File: src/hw/rtl/rbl_pkg.sv
// ============================================================================
// rbl_pkg - shared types and constants of the RGB breathing LED generator
// Field widths, period mapping constants and mode codes.
// ============================================================================
package rbl_pkg;

    localparam int CH_N           = 3;
    localparam int TIME_W         = 32;
    localparam int POT_W          = 10;
    localparam int LVL_W          = 8;
    localparam int MODE_W         = 2;
    localparam int DEB_W          = 16;

    // period = PERIOD_MIN + pot * PERIOD_SPAN / POT_FULL, at most 5000
    localparam int PER_W          = 13;
    localparam int PERIOD_MIN     = 500;
    localparam int PERIOD_SPAN    = 4500;
    localparam int POT_FULL       = 1023;
    localparam int POT_PROD_W     = POT_W + PER_W;  // pot * 4500 fits 23 bits
    localparam int POT_STEPS      = POT_PROD_W;

    localparam int PHASE_BITS_DEF = 16;
    localparam int SINE_DEPTH_DEF = 256;
    localparam logic [DEB_W-1:0] DEBOUNCE_RST = DEB_W'(200);

    typedef enum logic [MODE_W-1:0] {
        MODE_SINE = 2'd0,
        MODE_TRI  = 2'd1,
        MODE_SYNC = 2'd2
    } t_mode;

endpackage

File: src/hw/rtl/rbl_if.sv
// ============================================================================
// rbl_if - valid/ready channels of the RGB breathing LED generator
// Input word: action, time and three pot readings. Output word: levels,
// mode and press flag.
// ============================================================================
interface rbl_in_if;
    logic                        valid;
    logic                        ready;
    logic                        action;
    logic [rbl_pkg::TIME_W-1:0]  time_ms;
    logic [rbl_pkg::POT_W-1:0]   pot_red;
    logic [rbl_pkg::POT_W-1:0]   pot_green;
    logic [rbl_pkg::POT_W-1:0]   pot_blue;

    modport source (output valid, action, time_ms, pot_red, pot_green, pot_blue,
                    input ready);
    modport sink   (input valid, action, time_ms, pot_red, pot_green, pot_blue,
                    output ready);
endinterface

interface rbl_out_if;
    logic                        valid;
    logic                        ready;
    logic [rbl_pkg::LVL_W-1:0]   red_level;
    logic [rbl_pkg::LVL_W-1:0]   green_level;
    logic [rbl_pkg::LVL_W-1:0]   blue_level;
    logic [rbl_pkg::MODE_W-1:0]  mode_now;
    logic                        press_accepted;

    modport source (output valid, red_level, green_level, blue_level, mode_now,
                    press_accepted, input ready);
    modport sink   (input valid, red_level, green_level, blue_level, mode_now,
                    press_accepted, output ready);
endinterface

File: src/hw/rtl/rbl_div_lane.sv
// ============================================================================
// rbl_div_lane - bit-serial period and phase lane
// Restoring long division, one quotient bit per cycle: first pot*4500/1023
// for the period, then time / period carried on for PHASE_BITS fraction bits.
// ============================================================================
module rbl_div_lane #(
    parameter int PHASE_BITS = rbl_pkg::PHASE_BITS_DEF
) (
    input  logic                         i_clk,
    input  logic                         i_rst_n,
    input  logic                         i_start,
    input  logic [rbl_pkg::TIME_W-1:0]   i_time,
    input  logic [rbl_pkg::POT_W-1:0]    i_pot,
    output logic                         o_done,
    output logic [PHASE_BITS-1:0]        o_phase
);

    localparam int TW         = rbl_pkg::TIME_W;
    localparam int PW         = rbl_pkg::PER_W;
    localparam int PROD_W     = rbl_pkg::POT_PROD_W;
    localparam int TIME_STEPS = TW + PHASE_BITS;
    localparam int CNT_W      = $clog2(TIME_STEPS);
    localparam int QUO_W      = (PHASE_BITS > PW) ? PHASE_BITS : PW;

    typedef enum logic [1:0] {L_IDLE, L_PER, L_SET, L_PH} t_lstate;

    t_lstate            r_state;
    logic [CNT_W-1:0]   r_cnt;
    logic               r_done;
    logic [TW-1:0]      r_dvd;
    logic [PW-1:0]      r_rem;
    logic [PW-1:0]      r_dsr;
    logic [QUO_W-1:0]   r_quo;

    logic [PW:0]        w_trial;
    logic [PW:0]        w_diff;
    logic               w_ge;
    logic [PW-1:0]      n_rem;
    logic [QUO_W-1:0]   n_quo;
    logic [PROD_W-1:0]  w_pot_x;

    assign w_trial = {r_rem, r_dvd[TW-1]};
    assign w_ge    = (w_trial >= {1'b0, r_dsr});
    assign w_diff  = w_trial - {1'b0, r_dsr};
    assign n_rem   = w_ge ? w_diff[PW-1:0] : w_trial[PW-1:0];
    assign n_quo   = {r_quo[QUO_W-2:0], w_ge};
    assign w_pot_x = PROD_W'(i_pot) * PROD_W'(rbl_pkg::PERIOD_SPAN);

    always_ff @(posedge i_clk) begin
        if (!i_rst_n) begin
            r_state <= L_IDLE;
            r_cnt   <= '0;
            r_done  <= 1'b0;
        end else begin
            r_done <= 1'b0;
            unique case (r_state)
                L_IDLE: begin
                    if (i_start) begin
                        r_state <= L_PER;
                        r_cnt   <= '0;
                    end
                end
                L_PER: begin
                    r_cnt <= r_cnt + 1'b1;
                    if (r_cnt == CNT_W'(rbl_pkg::POT_STEPS - 1)) begin
                        r_state <= L_SET;
                    end
                end
                L_SET: begin
                    r_state <= L_PH;
                    r_cnt   <= '0;
                end
                L_PH: begin
                    r_cnt <= r_cnt + 1'b1;
                    if (r_cnt == CNT_W'(TIME_STEPS - 1)) begin
                        r_state <= L_IDLE;
                        r_done  <= 1'b1;
                    end
                end
                default: r_state <= L_IDLE;
            endcase
        end
    end

    always_ff @(posedge i_clk) begin
        unique case (r_state)
            L_IDLE: begin
                if (i_start) begin
                    r_dvd <= {w_pot_x, (TW - PROD_W)'(0)};
                    r_rem <= '0;
                    r_quo <= '0;
                    r_dsr <= PW'(rbl_pkg::POT_FULL);
                end
            end
            L_PER, L_PH: begin
                r_dvd <= {r_dvd[TW-2:0], 1'b0};
                r_rem <= n_rem;
                r_quo <= n_quo;
            end
            L_SET: begin
                r_dsr <= PW'(rbl_pkg::PERIOD_MIN) + r_quo[PW-1:0];
                r_dvd <= i_time;
                r_rem <= '0;
            end
            default: r_rem <= r_rem;
        endcase
    end

    // integer quotient bits have shifted out; the low bits are the fraction
    assign o_done  = r_done;
    assign o_phase = r_quo[PHASE_BITS-1:0];

endmodule

File: src/hw/rtl/rbl_shape.sv
// ============================================================================
// rbl_shape - phase to PWM level
// One channel per cycle: triangle or sine table lookup, registered read.
// ============================================================================
module rbl_shape #(
    parameter int PHASE_BITS       = rbl_pkg::PHASE_BITS_DEF,
    parameter int SINE_TABLE_DEPTH = rbl_pkg::SINE_DEPTH_DEF
) (
    input  logic                        i_clk,
    input  logic                        i_rst_n,
    input  logic                        i_start,
    input  rbl_pkg::t_mode              i_mode,
    input  logic [PHASE_BITS-1:0]       i_phase [rbl_pkg::CH_N],
    output logic                        o_done,
    output logic [rbl_pkg::LVL_W-1:0]   o_level [rbl_pkg::CH_N]
);

    localparam int LW     = rbl_pkg::LVL_W;
    localparam int CH_W   = $clog2(rbl_pkg::CH_N);
    localparam int IDX_W  = $clog2(SINE_TABLE_DEPTH);
    localparam int DEP_W  = $clog2(SINE_TABLE_DEPTH + 1);
    localparam int TRI_W  = PHASE_BITS + 9;
    localparam int IPR_W  = PHASE_BITS + DEP_W;
    localparam logic [63:0] ONE_Q30     = 64'd1 << 30;
    localparam logic [63:0] HALF_PI_Q30 = 64'd1686629713;
    localparam logic [63:0] DEPTH_64    = 64'(SINE_TABLE_DEPTH);

    // sin(pi/2 * m / depth) in Q30, quadrant-folded Taylor series
    function automatic logic [63:0] quarter_sine(input logic [63:0] m);
        logic [63:0] a;
        logic [63:0] a2;
        logic [63:0] term;
        logic [63:0] sum;
        if (m >= DEPTH_64) begin
            return ONE_Q30;
        end
        a    = HALF_PI_Q30 * m / SINE_TABLE_DEPTH;
        a2   = (a * a) >> 30;
        term = a;
        sum  = a;
        term = ((term * a2) >> 30) / 64'd6;
        sum  = (sum >= term) ? sum - term : 64'd0;
        term = ((term * a2) >> 30) / 64'd20;
        sum  = sum + term;
        term = ((term * a2) >> 30) / 64'd42;
        sum  = (sum >= term) ? sum - term : 64'd0;
        term = ((term * a2) >> 30) / 64'd72;
        sum  = sum + term;
        term = ((term * a2) >> 30) / 64'd110;
        sum  = (sum >= term) ? sum - term : 64'd0;
        term = ((term * a2) >> 30) / 64'd156;
        sum  = sum + term;
        term = ((term * a2) >> 30) / 64'd210;
        sum  = (sum >= term) ? sum - term : 64'd0;
        return (sum > ONE_Q30) ? ONE_Q30 : sum;
    endfunction

    function automatic logic [LW-1:0] sine_entry(input logic [63:0] idx);
        logic [63:0] u;
        logic [63:0] q;
        logic [63:0] rem;
        logic [63:0] s;
        logic [63:0] v;
        u   = idx * 64'd4;
        q   = u / SINE_TABLE_DEPTH;
        rem = u - q * DEPTH_64;
        s   = q[0] ? quarter_sine(DEPTH_64 - rem) : quarter_sine(rem);
        v   = q[1] ? ((ONE_Q30 - s) * 64'd255) >> 31 : ((ONE_Q30 + s) * 64'd255) >> 31;
        return v[LW-1:0];
    endfunction

    logic [LW-1:0] w_lut [SINE_TABLE_DEPTH];

    for (genvar g = 0; g < SINE_TABLE_DEPTH; g++) begin : g_lut
        assign w_lut[g] = sine_entry(64'(g));
    end

    logic              r_issue;
    logic [CH_W-1:0]   r_ch;
    logic              r_v1;
    logic [CH_W-1:0]   r_ch1;
    logic              r_done;
    logic [IDX_W-1:0]  r_idx;
    logic [LW-1:0]     r_tri;
    logic [LW-1:0]     r_level [rbl_pkg::CH_N];

    logic [PHASE_BITS-1:0] w_ph;
    logic [PHASE_BITS-1:0] w_h;
    logic [TRI_W-1:0]      w_tri_p;
    logic [TRI_W-1:0]      w_tri_v;
    logic [IPR_W-1:0]      w_idx_p;
    logic [IPR_W-1:0]      w_idx_v;

    assign w_ph    = i_phase[r_ch];
    // falling half: 2^PHASE_BITS - phase, which the wrap of the subtract gives
    assign w_h     = w_ph[PHASE_BITS-1] ? (PHASE_BITS'(0) - w_ph) : w_ph;
    assign w_tri_p = TRI_W'(w_h) * TRI_W'(510);
    assign w_tri_v = w_tri_p >> PHASE_BITS;
    assign w_idx_p = IPR_W'(w_ph) * IPR_W'(SINE_TABLE_DEPTH);
    assign w_idx_v = w_idx_p >> PHASE_BITS;

    always_ff @(posedge i_clk) begin
        if (!i_rst_n) begin
            r_issue <= 1'b0;
            r_ch    <= '0;
            r_v1    <= 1'b0;
            r_ch1   <= '0;
            r_done  <= 1'b0;
        end else begin
            r_done <= 1'b0;
            r_v1   <= r_issue;
            r_ch1  <= r_ch;
            if (r_issue) begin
                r_ch <= r_ch + 1'b1;
                if (r_ch == CH_W'(rbl_pkg::CH_N - 1)) begin
                    r_issue <= 1'b0;
                end
            end else if (i_start) begin
                r_issue <= 1'b1;
                r_ch    <= '0;
            end
            if (r_v1 && r_ch1 == CH_W'(rbl_pkg::CH_N - 1)) begin
                r_done <= 1'b1;
            end
        end
    end

    always_ff @(posedge i_clk) begin
        if (r_issue) begin
            r_idx <= w_idx_v[IDX_W-1:0];
            r_tri <= (w_tri_v > TRI_W'(255)) ? LW'(255) : w_tri_v[LW-1:0];
        end
        if (r_v1) begin
            r_level[r_ch1] <= (i_mode == rbl_pkg::MODE_TRI) ? r_tri : w_lut[r_idx];
        end
    end

    assign o_done  = r_done;
    assign o_level = r_level;

endmodule

File: src/hw/rtl/rgb_breathing_led_generator.sv
// ============================================================================
// rgb_breathing_led_generator - three-channel breathing LED level generator
// Debounced mode button, pot-controlled periods, triangle or sine levels.
// ============================================================================
// Each input word carries a millisecond time, three pot readings and a tick
// or press action; each gives exactly one output word. The three bit-serial
// divider lanes run side by side: each first divides for the period, then
// sets up the period divisor, then divides the time for the phase; the
// three-channel level lookup follows, and the result is registered in the
// output word. One word is in work at a time; a new word is taken while the
// previous result waits in the output register, and an unread result holds
// back only the next result.
// debounce_ms is written through i_cfg_we/i_cfg_wdata; the user must write it
// only while idle, which the block itself does not enforce.
module rgb_breathing_led_generator #(
    parameter int PHASE_BITS       = rbl_pkg::PHASE_BITS_DEF,
    parameter int SINE_TABLE_DEPTH = rbl_pkg::SINE_DEPTH_DEF
) (
    input  logic                       i_clk,
    input  logic                       i_rst_n,
    input  logic                       i_cfg_we,
    input  logic [rbl_pkg::DEB_W-1:0]  i_cfg_wdata,
    rbl_in_if.sink                     i_in,
    rbl_out_if.source                  o_out
);

    localparam int CH_N = rbl_pkg::CH_N;
    localparam int TW   = rbl_pkg::TIME_W;
    localparam int LW   = rbl_pkg::LVL_W;

    typedef enum logic [1:0] {S_IDLE, S_DIV, S_SHAPE, S_OUT} t_state;

    t_state                    r_state;
    rbl_pkg::t_mode            r_mode;
    logic [TW-1:0]             r_last_press;
    logic [rbl_pkg::DEB_W-1:0] r_debounce;
    logic                      r_lane_go;
    logic                      r_shape_go;
    logic                      r_out_valid;
    logic [TW-1:0]             r_time;
    logic [rbl_pkg::POT_W-1:0] r_pot [CH_N];
    logic                      r_acc;
    logic [LW-1:0]             r_out_lvl [CH_N];
    rbl_pkg::t_mode            r_out_mode;
    logic                      r_out_acc;

    logic                      w_accept;
    logic [TW-1:0]             w_dt;
    logic                      w_press_ok;
    rbl_pkg::t_mode            n_mode;
    logic                      w_load;
    logic [CH_N-1:0]           w_lane_done;
    logic [PHASE_BITS-1:0]     w_phase [CH_N];
    logic                      w_shape_done;
    logic [LW-1:0]             w_level [CH_N];

    assign w_accept   = i_in.valid && i_in.ready;
    assign w_dt       = i_in.time_ms - r_last_press;
    assign w_press_ok = i_in.action && (w_dt > TW'(r_debounce));
    assign w_load     = (r_state == S_OUT) && (!r_out_valid || o_out.ready);

    always_comb begin
        n_mode = r_mode;
        if (w_press_ok) begin
            unique case (r_mode)
                rbl_pkg::MODE_SINE: n_mode = rbl_pkg::MODE_TRI;
                rbl_pkg::MODE_TRI:  n_mode = rbl_pkg::MODE_SYNC;
                default:            n_mode = rbl_pkg::MODE_SINE;
            endcase
        end
    end

    always_ff @(posedge i_clk) begin
        if (!i_rst_n) begin
            r_state      <= S_IDLE;
            r_mode       <= rbl_pkg::MODE_SINE;
            r_last_press <= '0;
            r_debounce   <= rbl_pkg::DEBOUNCE_RST;
            r_lane_go    <= 1'b0;
            r_shape_go   <= 1'b0;
            r_out_valid  <= 1'b0;
        end else begin
            r_lane_go  <= 1'b0;
            r_shape_go <= 1'b0;
            if (i_cfg_we) begin
                r_debounce <= i_cfg_wdata;
            end
            if (w_load) begin
                r_out_valid <= 1'b1;
            end else if (o_out.ready) begin
                r_out_valid <= 1'b0;
            end
            unique case (r_state)
                S_IDLE: begin
                    if (w_accept) begin
                        r_state   <= S_DIV;
                        r_lane_go <= 1'b1;
                        r_mode    <= n_mode;
                        if (w_press_ok) begin
                            r_last_press <= i_in.time_ms;
                        end
                    end
                end
                S_DIV: begin
                    if (&w_lane_done) begin
                        r_state    <= S_SHAPE;
                        r_shape_go <= 1'b1;
                    end
                end
                S_SHAPE: begin
                    if (w_shape_done) begin
                        r_state <= S_OUT;
                    end
                end
                S_OUT: begin
                    if (w_load) begin
                        r_state <= S_IDLE;
                    end
                end
                default: r_state <= S_IDLE;
            endcase
        end
    end

    // in synced mode the red pot drives every channel
    always_ff @(posedge i_clk) begin
        if (w_accept) begin
            r_time   <= i_in.time_ms;
            r_acc    <= w_press_ok;
            r_pot[0] <= i_in.pot_red;
            r_pot[1] <= (n_mode == rbl_pkg::MODE_SYNC) ? i_in.pot_red : i_in.pot_green;
            r_pot[2] <= (n_mode == rbl_pkg::MODE_SYNC) ? i_in.pot_red : i_in.pot_blue;
        end
        if (w_load) begin
            r_out_lvl  <= w_level;
            r_out_mode <= r_mode;
            r_out_acc  <= r_acc;
        end
    end

    for (genvar g = 0; g < CH_N; g++) begin : g_lane
        rbl_div_lane #(
            .PHASE_BITS (PHASE_BITS)
        ) u_lane (
            .i_clk   (i_clk),
            .i_rst_n (i_rst_n),
            .i_start (r_lane_go),
            .i_time  (r_time),
            .i_pot   (r_pot[g]),
            .o_done  (w_lane_done[g]),
            .o_phase (w_phase[g])
        );
    end

    rbl_shape #(
        .PHASE_BITS       (PHASE_BITS),
        .SINE_TABLE_DEPTH (SINE_TABLE_DEPTH)
    ) u_shape (
        .i_clk   (i_clk),
        .i_rst_n (i_rst_n),
        .i_start (r_shape_go),
        .i_mode  (r_mode),
        .i_phase (w_phase),
        .o_done  (w_shape_done),
        .o_level (w_level)
    );

    assign i_in.ready           = (r_state == S_IDLE);
    assign o_out.valid          = r_out_valid;
    assign o_out.red_level      = r_out_lvl[0];
    assign o_out.green_level    = r_out_lvl[1];
    assign o_out.blue_level     = r_out_lvl[2];
    assign o_out.mode_now       = r_out_mode;
    assign o_out.press_accepted = r_out_acc;

`ifndef SYNTHESIS
    a_one_word_in_work: assert property (@(posedge i_clk) disable iff (!i_rst_n)
        w_accept |=> !i_in.ready)
        else $error("input taken while a word is in work");

    a_press_moves_mode: assert property (@(posedge i_clk) disable iff (!i_rst_n)
        (w_accept && w_press_ok) |=> (r_mode != $past(r_mode)))
        else $error("accepted press did not advance the mode");

    a_lanes_lockstep: assert property (@(posedge i_clk) disable iff (!i_rst_n)
        (w_lane_done != '0) |-> (&w_lane_done))
        else $error("divider lanes out of step");

    a_out_hold: assert property (@(posedge i_clk) disable iff (!i_rst_n)
        (r_state == S_OUT && r_out_valid && !o_out.ready) |=> (r_state == S_OUT))
        else $error("result overwrote a waiting output word");
`endif

endmodule
File: src/flat_wrapper.sv
// flat-port wrapper written by rule: the top's interface ports become plain ports
module rgb_breathing_led_generator_flat 
#(
    parameter int PHASE_BITS       = rbl_pkg::PHASE_BITS_DEF,
    parameter int SINE_TABLE_DEPTH = rbl_pkg::SINE_DEPTH_DEF
)
  (i_clk, i_rst_n, i_cfg_we, i_cfg_wdata, i_in_valid, i_in_action, i_in_time_ms, i_in_pot_red, i_in_pot_green, i_in_pot_blue, i_in_ready, o_out_valid, o_out_red_level, o_out_green_level, o_out_blue_level, o_out_mode_now, o_out_press_accepted, o_out_ready);
  rbl_in_if i_in_i ();
  rbl_out_if o_out_i ();
  input  logic i_clk;
  input  logic i_rst_n;
  input  logic i_cfg_we;
  input  logic [rbl_pkg::DEB_W-1:0] i_cfg_wdata;
  input wire logic [$bits(i_in_i.valid)-1:0] i_in_valid;
  input wire logic [$bits(i_in_i.action)-1:0] i_in_action;
  input wire logic [$bits(i_in_i.time_ms)-1:0] i_in_time_ms;
  input wire logic [$bits(i_in_i.pot_red)-1:0] i_in_pot_red;
  input wire logic [$bits(i_in_i.pot_green)-1:0] i_in_pot_green;
  input wire logic [$bits(i_in_i.pot_blue)-1:0] i_in_pot_blue;
  output wire logic [$bits(i_in_i.ready)-1:0] i_in_ready;
  output wire logic [$bits(o_out_i.valid)-1:0] o_out_valid;
  output wire logic [$bits(o_out_i.red_level)-1:0] o_out_red_level;
  output wire logic [$bits(o_out_i.green_level)-1:0] o_out_green_level;
  output wire logic [$bits(o_out_i.blue_level)-1:0] o_out_blue_level;
  output wire logic [$bits(o_out_i.mode_now)-1:0] o_out_mode_now;
  output wire logic [$bits(o_out_i.press_accepted)-1:0] o_out_press_accepted;
  input wire logic [$bits(o_out_i.ready)-1:0] o_out_ready;
  assign i_in_i.valid = i_in_valid;
  assign i_in_i.action = i_in_action;
  assign i_in_i.time_ms = i_in_time_ms;
  assign i_in_i.pot_red = i_in_pot_red;
  assign i_in_i.pot_green = i_in_pot_green;
  assign i_in_i.pot_blue = i_in_pot_blue;
  assign i_in_ready = i_in_i.ready;
  assign o_out_valid = o_out_i.valid;
  assign o_out_red_level = o_out_i.red_level;
  assign o_out_green_level = o_out_i.green_level;
  assign o_out_blue_level = o_out_i.blue_level;
  assign o_out_mode_now = o_out_i.mode_now;
  assign o_out_press_accepted = o_out_i.press_accepted;
  assign o_out_i.ready = o_out_ready;
  rgb_breathing_led_generator #(.PHASE_BITS(PHASE_BITS), .SINE_TABLE_DEPTH(SINE_TABLE_DEPTH)) u_core (.i_clk(i_clk), .i_rst_n(i_rst_n), .i_cfg_we(i_cfg_we), .i_cfg_wdata(i_cfg_wdata), .i_in(i_in_i), .o_out(o_out_i));
endmodule
File: config.mk
export PLATFORM = sky130hd
export DESIGN_NAME = rgb_breathing_led_generator_flat
export DESIGN_NICKNAME = d
export VERILOG_FILES = /design/src/hw/rtl/rbl_pkg.sv /design/src/hw/rtl/rbl_if.sv /design/src/hw/rtl/rbl_div_lane.sv /design/src/hw/rtl/rbl_shape.sv /design/src/hw/rtl/rgb_breathing_led_generator.sv /design/src/flat_wrapper.sv
export SDC_FILE = /design/constraint.sdc
export NUM_CORES = 1
export LEC_CHECK = 0
export ABC_CLOCK_PERIOD_IN_PS = 8000
export BUFFER_PORTS_ARGS = -buffer_cell sky130_fd_sc_hd__buf_4
export CAP_MARGIN = 20
export CORE_UTILIZATION = 40
export CTS_BUF_LIST = sky130_fd_sc_hd__clkbuf_4
export DETAILED_ROUTE_END_ITERATION = 8
export GPL_TIMING_DRIVEN = 0
export PLACE_DENSITY = 0.66
export SETUP_SLACK_MARGIN = 0.3
export SLEW_MARGIN = 25
export SYNTH_ARGS = -nofsm -noshare
export SYNTH_HDL_FRONTEND = slang
export SYNTH_SLANG_ARGS = --single-unit
File: constraint.sdc
create_clock -name i_clk -period 8 [get_ports i_clk]
set_input_delay 1.2 -clock i_clk [delete_from_list [all_inputs] [get_ports i_clk]]
set_output_delay 1.2 -clock i_clk [all_outputs]
set_load 0.01 [all_outputs]
==> flow_summary.ini <==
[routing]
routed_wl_mm = 83.2
drcViolationCount = 0
met3WireLength_mm = 5.62
drt-wirelength-per-cell_um = 17.7
wl_met1_mm = 39.0
num_vias = 25400
top_layer = met4
dr.pass1.iters = 6
drtIter0Drc = 2091
met2WireLength_mm = 36.3
routed_via_density = 5.41
ant_nets = 0

[placed_design]
dp.cells = 4484
hpwlAfterDp_mm = 63.0
gp_congestion = 0.947
numPortBuffers = 111

[yosys]
async_reset_ff_share_pct = 0
ys_ff_latch = 441
synth_edf_count = 352
synth_compound_area_share_pct = 14.6
ys_seq_area_share_pct = 37.9
synth-warning-count = 0
synthesis.nets = 3854
syn-cell-area_sq_mm = 0.0326
synthTopCellsByArea = edfxtp_1 (32%), ha_1 (14%), fa_1 (6.5%)
yosysTopAreaCell = edfxtp_1
synth_top_family_by_area = adder cells
synth_common_cells = inv_1 (370), ha_1 (357), edfxtp_1 (352)
avgSynthCellArea_sq_um = 9.86
synthDominantCellAreaShare_pct = 32.4
yosysMostFrequentCell = inv_1
muxShareOfSynthArea_pct = 3.60
synth_xor_area_share_pct = 4.30
synth_ff_type = edfxtp_1
synthSimpleGateAreaFrac_pct = 13.2
yosysUniqueCellTypes = 79
synthCells = 3307
synthAdderAreaFrac_pct = 20.2

[floorplanning]
initial_utilization_pct = 40.5
die_h_um = 287
coreArea_sq_mm = 0.0805
die-width_um = 287
fp-row-count = 104
pin_count = 113
dieArea_sq_mm = 0.0826

[global_routing]
antenna_found_initial = 3
grt.total_usage_pct = 20.0
grt_pass1_vias = 24400
grt_overflow = 0
grt_pass1_wl_mm = 132
grt_start_max_net_pins = 50

[worst_setup_path]
reg2reg_from = u_core.u_shape.r_ch[0]
criticalPathCategory = flip-flop to flip-flop
end_kind = flip-flop
crit_start = u_core.u_shape.r_ch[0]
required_ns = 8.58
r2r-end = u_core.u_shape.r_tri[4]
ff2ff_setup_slack_ns = 0.73
crit_arrival_ns = 7.85
worstPathMaxFanout = 10
cp-start-kind = flip-flop
reg2reg_depth = 27

[timing]
relSlewSlack_pct = 32.2
fmax_mhz = 137
slew_viol_final = 0
period_minus_slack_ns = 7.27
finClkSkew_ns = 0.0767
finalSetupTns_ns = 0
rsz0062_at_grt = no
hold_slack_ns = 0.412
max_slew.worst_pin.slew_ns = 1.02
finalSetupViolCount = 0
post-route-period-util_pct = 90.9
hold_violations = 0

[finish]
fin_nets = 4089
postLayoutCoreUtil_pct = 45.4
area_growth_syn_to_layout_pct = 12.3
drive_above_1_share_pct = 10.7
final_cells = 4703

[cts]
cts_sinks = 441
cts.path.max_buffers = 3
hold_buffers = 0
tritoncts = done
htree_levels = 3
numCtsBuffers = 114
path_clk_slew_ns = 0.07
clock-root-buffer = clkbuf_4
insertion_delay_ns = 0.90

[status]
outcome = finished, final reports clean

[worst_hold_path]
hold_start = u_core.u_shape.o_level[17]
hold_depth = 0
holdPathEnd = u_core.o_out.red_level[1]
hold_class = flip-flop to flip-flop

[job]
maxCapViolCount = 0
[state kept, by name, indices dropped and copies added, names as in the netlist, 3 cells and up]
| signal | flops |
|---|---|
| u_core.g_lane.u_lane.r_dsr | 39 |
| u_core.r_last_press | 32 |
| u_core.r_pot | 30 |
| u_core.g_lane.u_lane.o_phase | 48 |
| u_core.o_out.green_level | 8 |
| u_core.o_out.blue_level | 8 |
| u_core.o_out.red_level | 8 |
| u_core.u_shape.r_tri | 8 |
| u_core.u_shape.r_idx | 8 |
| u_core.r_debounce | 16 |
| u_core.g_lane.u_lane.r_cnt | 18 |
| u_core.g_lane.u_lane.r_rem | 39 |
| u_core.u_shape.o_level | 24 |
| u_core.g_lane.u_lane.r_state | 6 |
| u_core.g_lane.u_lane.o_done | 3 |
| u_core.g_lane.u_lane.r_dvd | 96 |
| u_core.r_time | 32 |
[placed cells by master, fill, tap and decap left out, drive strengths merged, types with 62 or more instances in the layout]
cell type,count
inv,374
ha,357
edfxtp,352
clkbuf,304
nor2,255
nand2,250
a21oi,186
o21ai,145
buf,140
mux2i,107
fa,106
xnor2,95
dfxtp,89
and2,77
a221oi,70
xor2,65
nand3,62
[metrics by stage]
| step | worst slack [ns] | area, sq um |
|---|---|---|
| after floorplan | 1.32 | 32600 |
| after global placement | 0.0149 | 34800 |
| after detailed placement | 0.0576 | 34900 |
| after CTS | 0.382 | 36500 |
| after global routing | 0.340 | 36600 |
| final | 0.727 | 36600 |
[layout make-up]
| cell class | instances | area (sq um) |
|---|---|---|
| Fill cell | 7558 | 43900 |
| Clock buffer | 175 | 1310 |
| Tap cell | 1060 | 1330 |
| Multi-Input combinational cell | 2343 | 18300 |
| Clock inverter | 39 | 307 |
| Buffer | 150 | 607 |
| Antenna cell | 3 | 7.51 |
| Inverter | 373 | 1400 |
| Sequential cell | 441 | 12400 |
| Timing Repair Buffer | 119 | 963 |
[worst max path at each step]
stage                              end  slack, ns  cells past startpoint
3_5_place_dp   u_core.u_shape.r_tri[4]       0.06                     27
2_1_floorplan  u_core.u_shape.r_tri[1]       1.32                     26
6_report       u_core.u_shape.r_tri[4]       0.73                     27
5_1_grt        u_core.u_shape.r_tri[1]       0.34                     26
4_1_cts        u_core.u_shape.r_tri[4]       0.38                     27
3_3_place_gp   u_core.u_shape.r_tri[3]       0.01                     27
[timing repair]
| item | in CTS | in global routing |
|---|---|---|
| setup buffers | 0 | 2 |
| pin swaps | 0 | 1 |
| endpoints found under the setup margin | 8 | 8 |
| resized for setup | 4 | 11 |
[cell families (layout without fill, tap and decap cells)]
| kind of cell | Yosys count | count (layout) |
|---|---|---|
| and+or+nand+nor | 899 | 899 |
| AOI/OAI and AO/OA | 707 | 707 |
| buffers and inverters | 523 | 856 |
| adders and majority gates | 464 | 464 |
| DFF | 441 | 441 |
| xor gates and xnor gates | 160 | 160 |
| muxes | 113 | 113 |
| other | 0 | 3 |
[critical path, cell delays in order, from the launching register on]
cell and delay [ns]:
dfxtp_1 0.31, clkbuf_2 0.27, buf_2 0.36, mux2i_1 0.30, nor2_1 0.08, a21oi_1 0.33, and3_1 0.32, a21oi_1 0.11
xor2_1 0.67, xnor2_1 0.16, ha_1 0.35, inv_1 0.08, fa_1 0.54, inv_1 0.06, fa_1 0.56, inv_1 0.07
fa_1 0.54, inv_1 0.04, ha_1 0.18, a21o_1 0.17, a21oi_1 0.13, nor2b_1 0.07, o31ai_2 0.29, a21oi_1 0.14
a41oi_1 0.33, a21oi_1 0.15, xor2_2 0.26, o21ai_0 0.13
[metal layers]
layer  vias to the layer above  GRT usage [%]
met5                         -              0
met1                     12200           28.9
met4                         0           6.56
met3                       128           3.72
li1                      12300              -
met2                       849           29.8
Power is left out: the tool's default activity adds up to more than one toggle a clock period on the data nets, which glitch-free logic cannot reach.
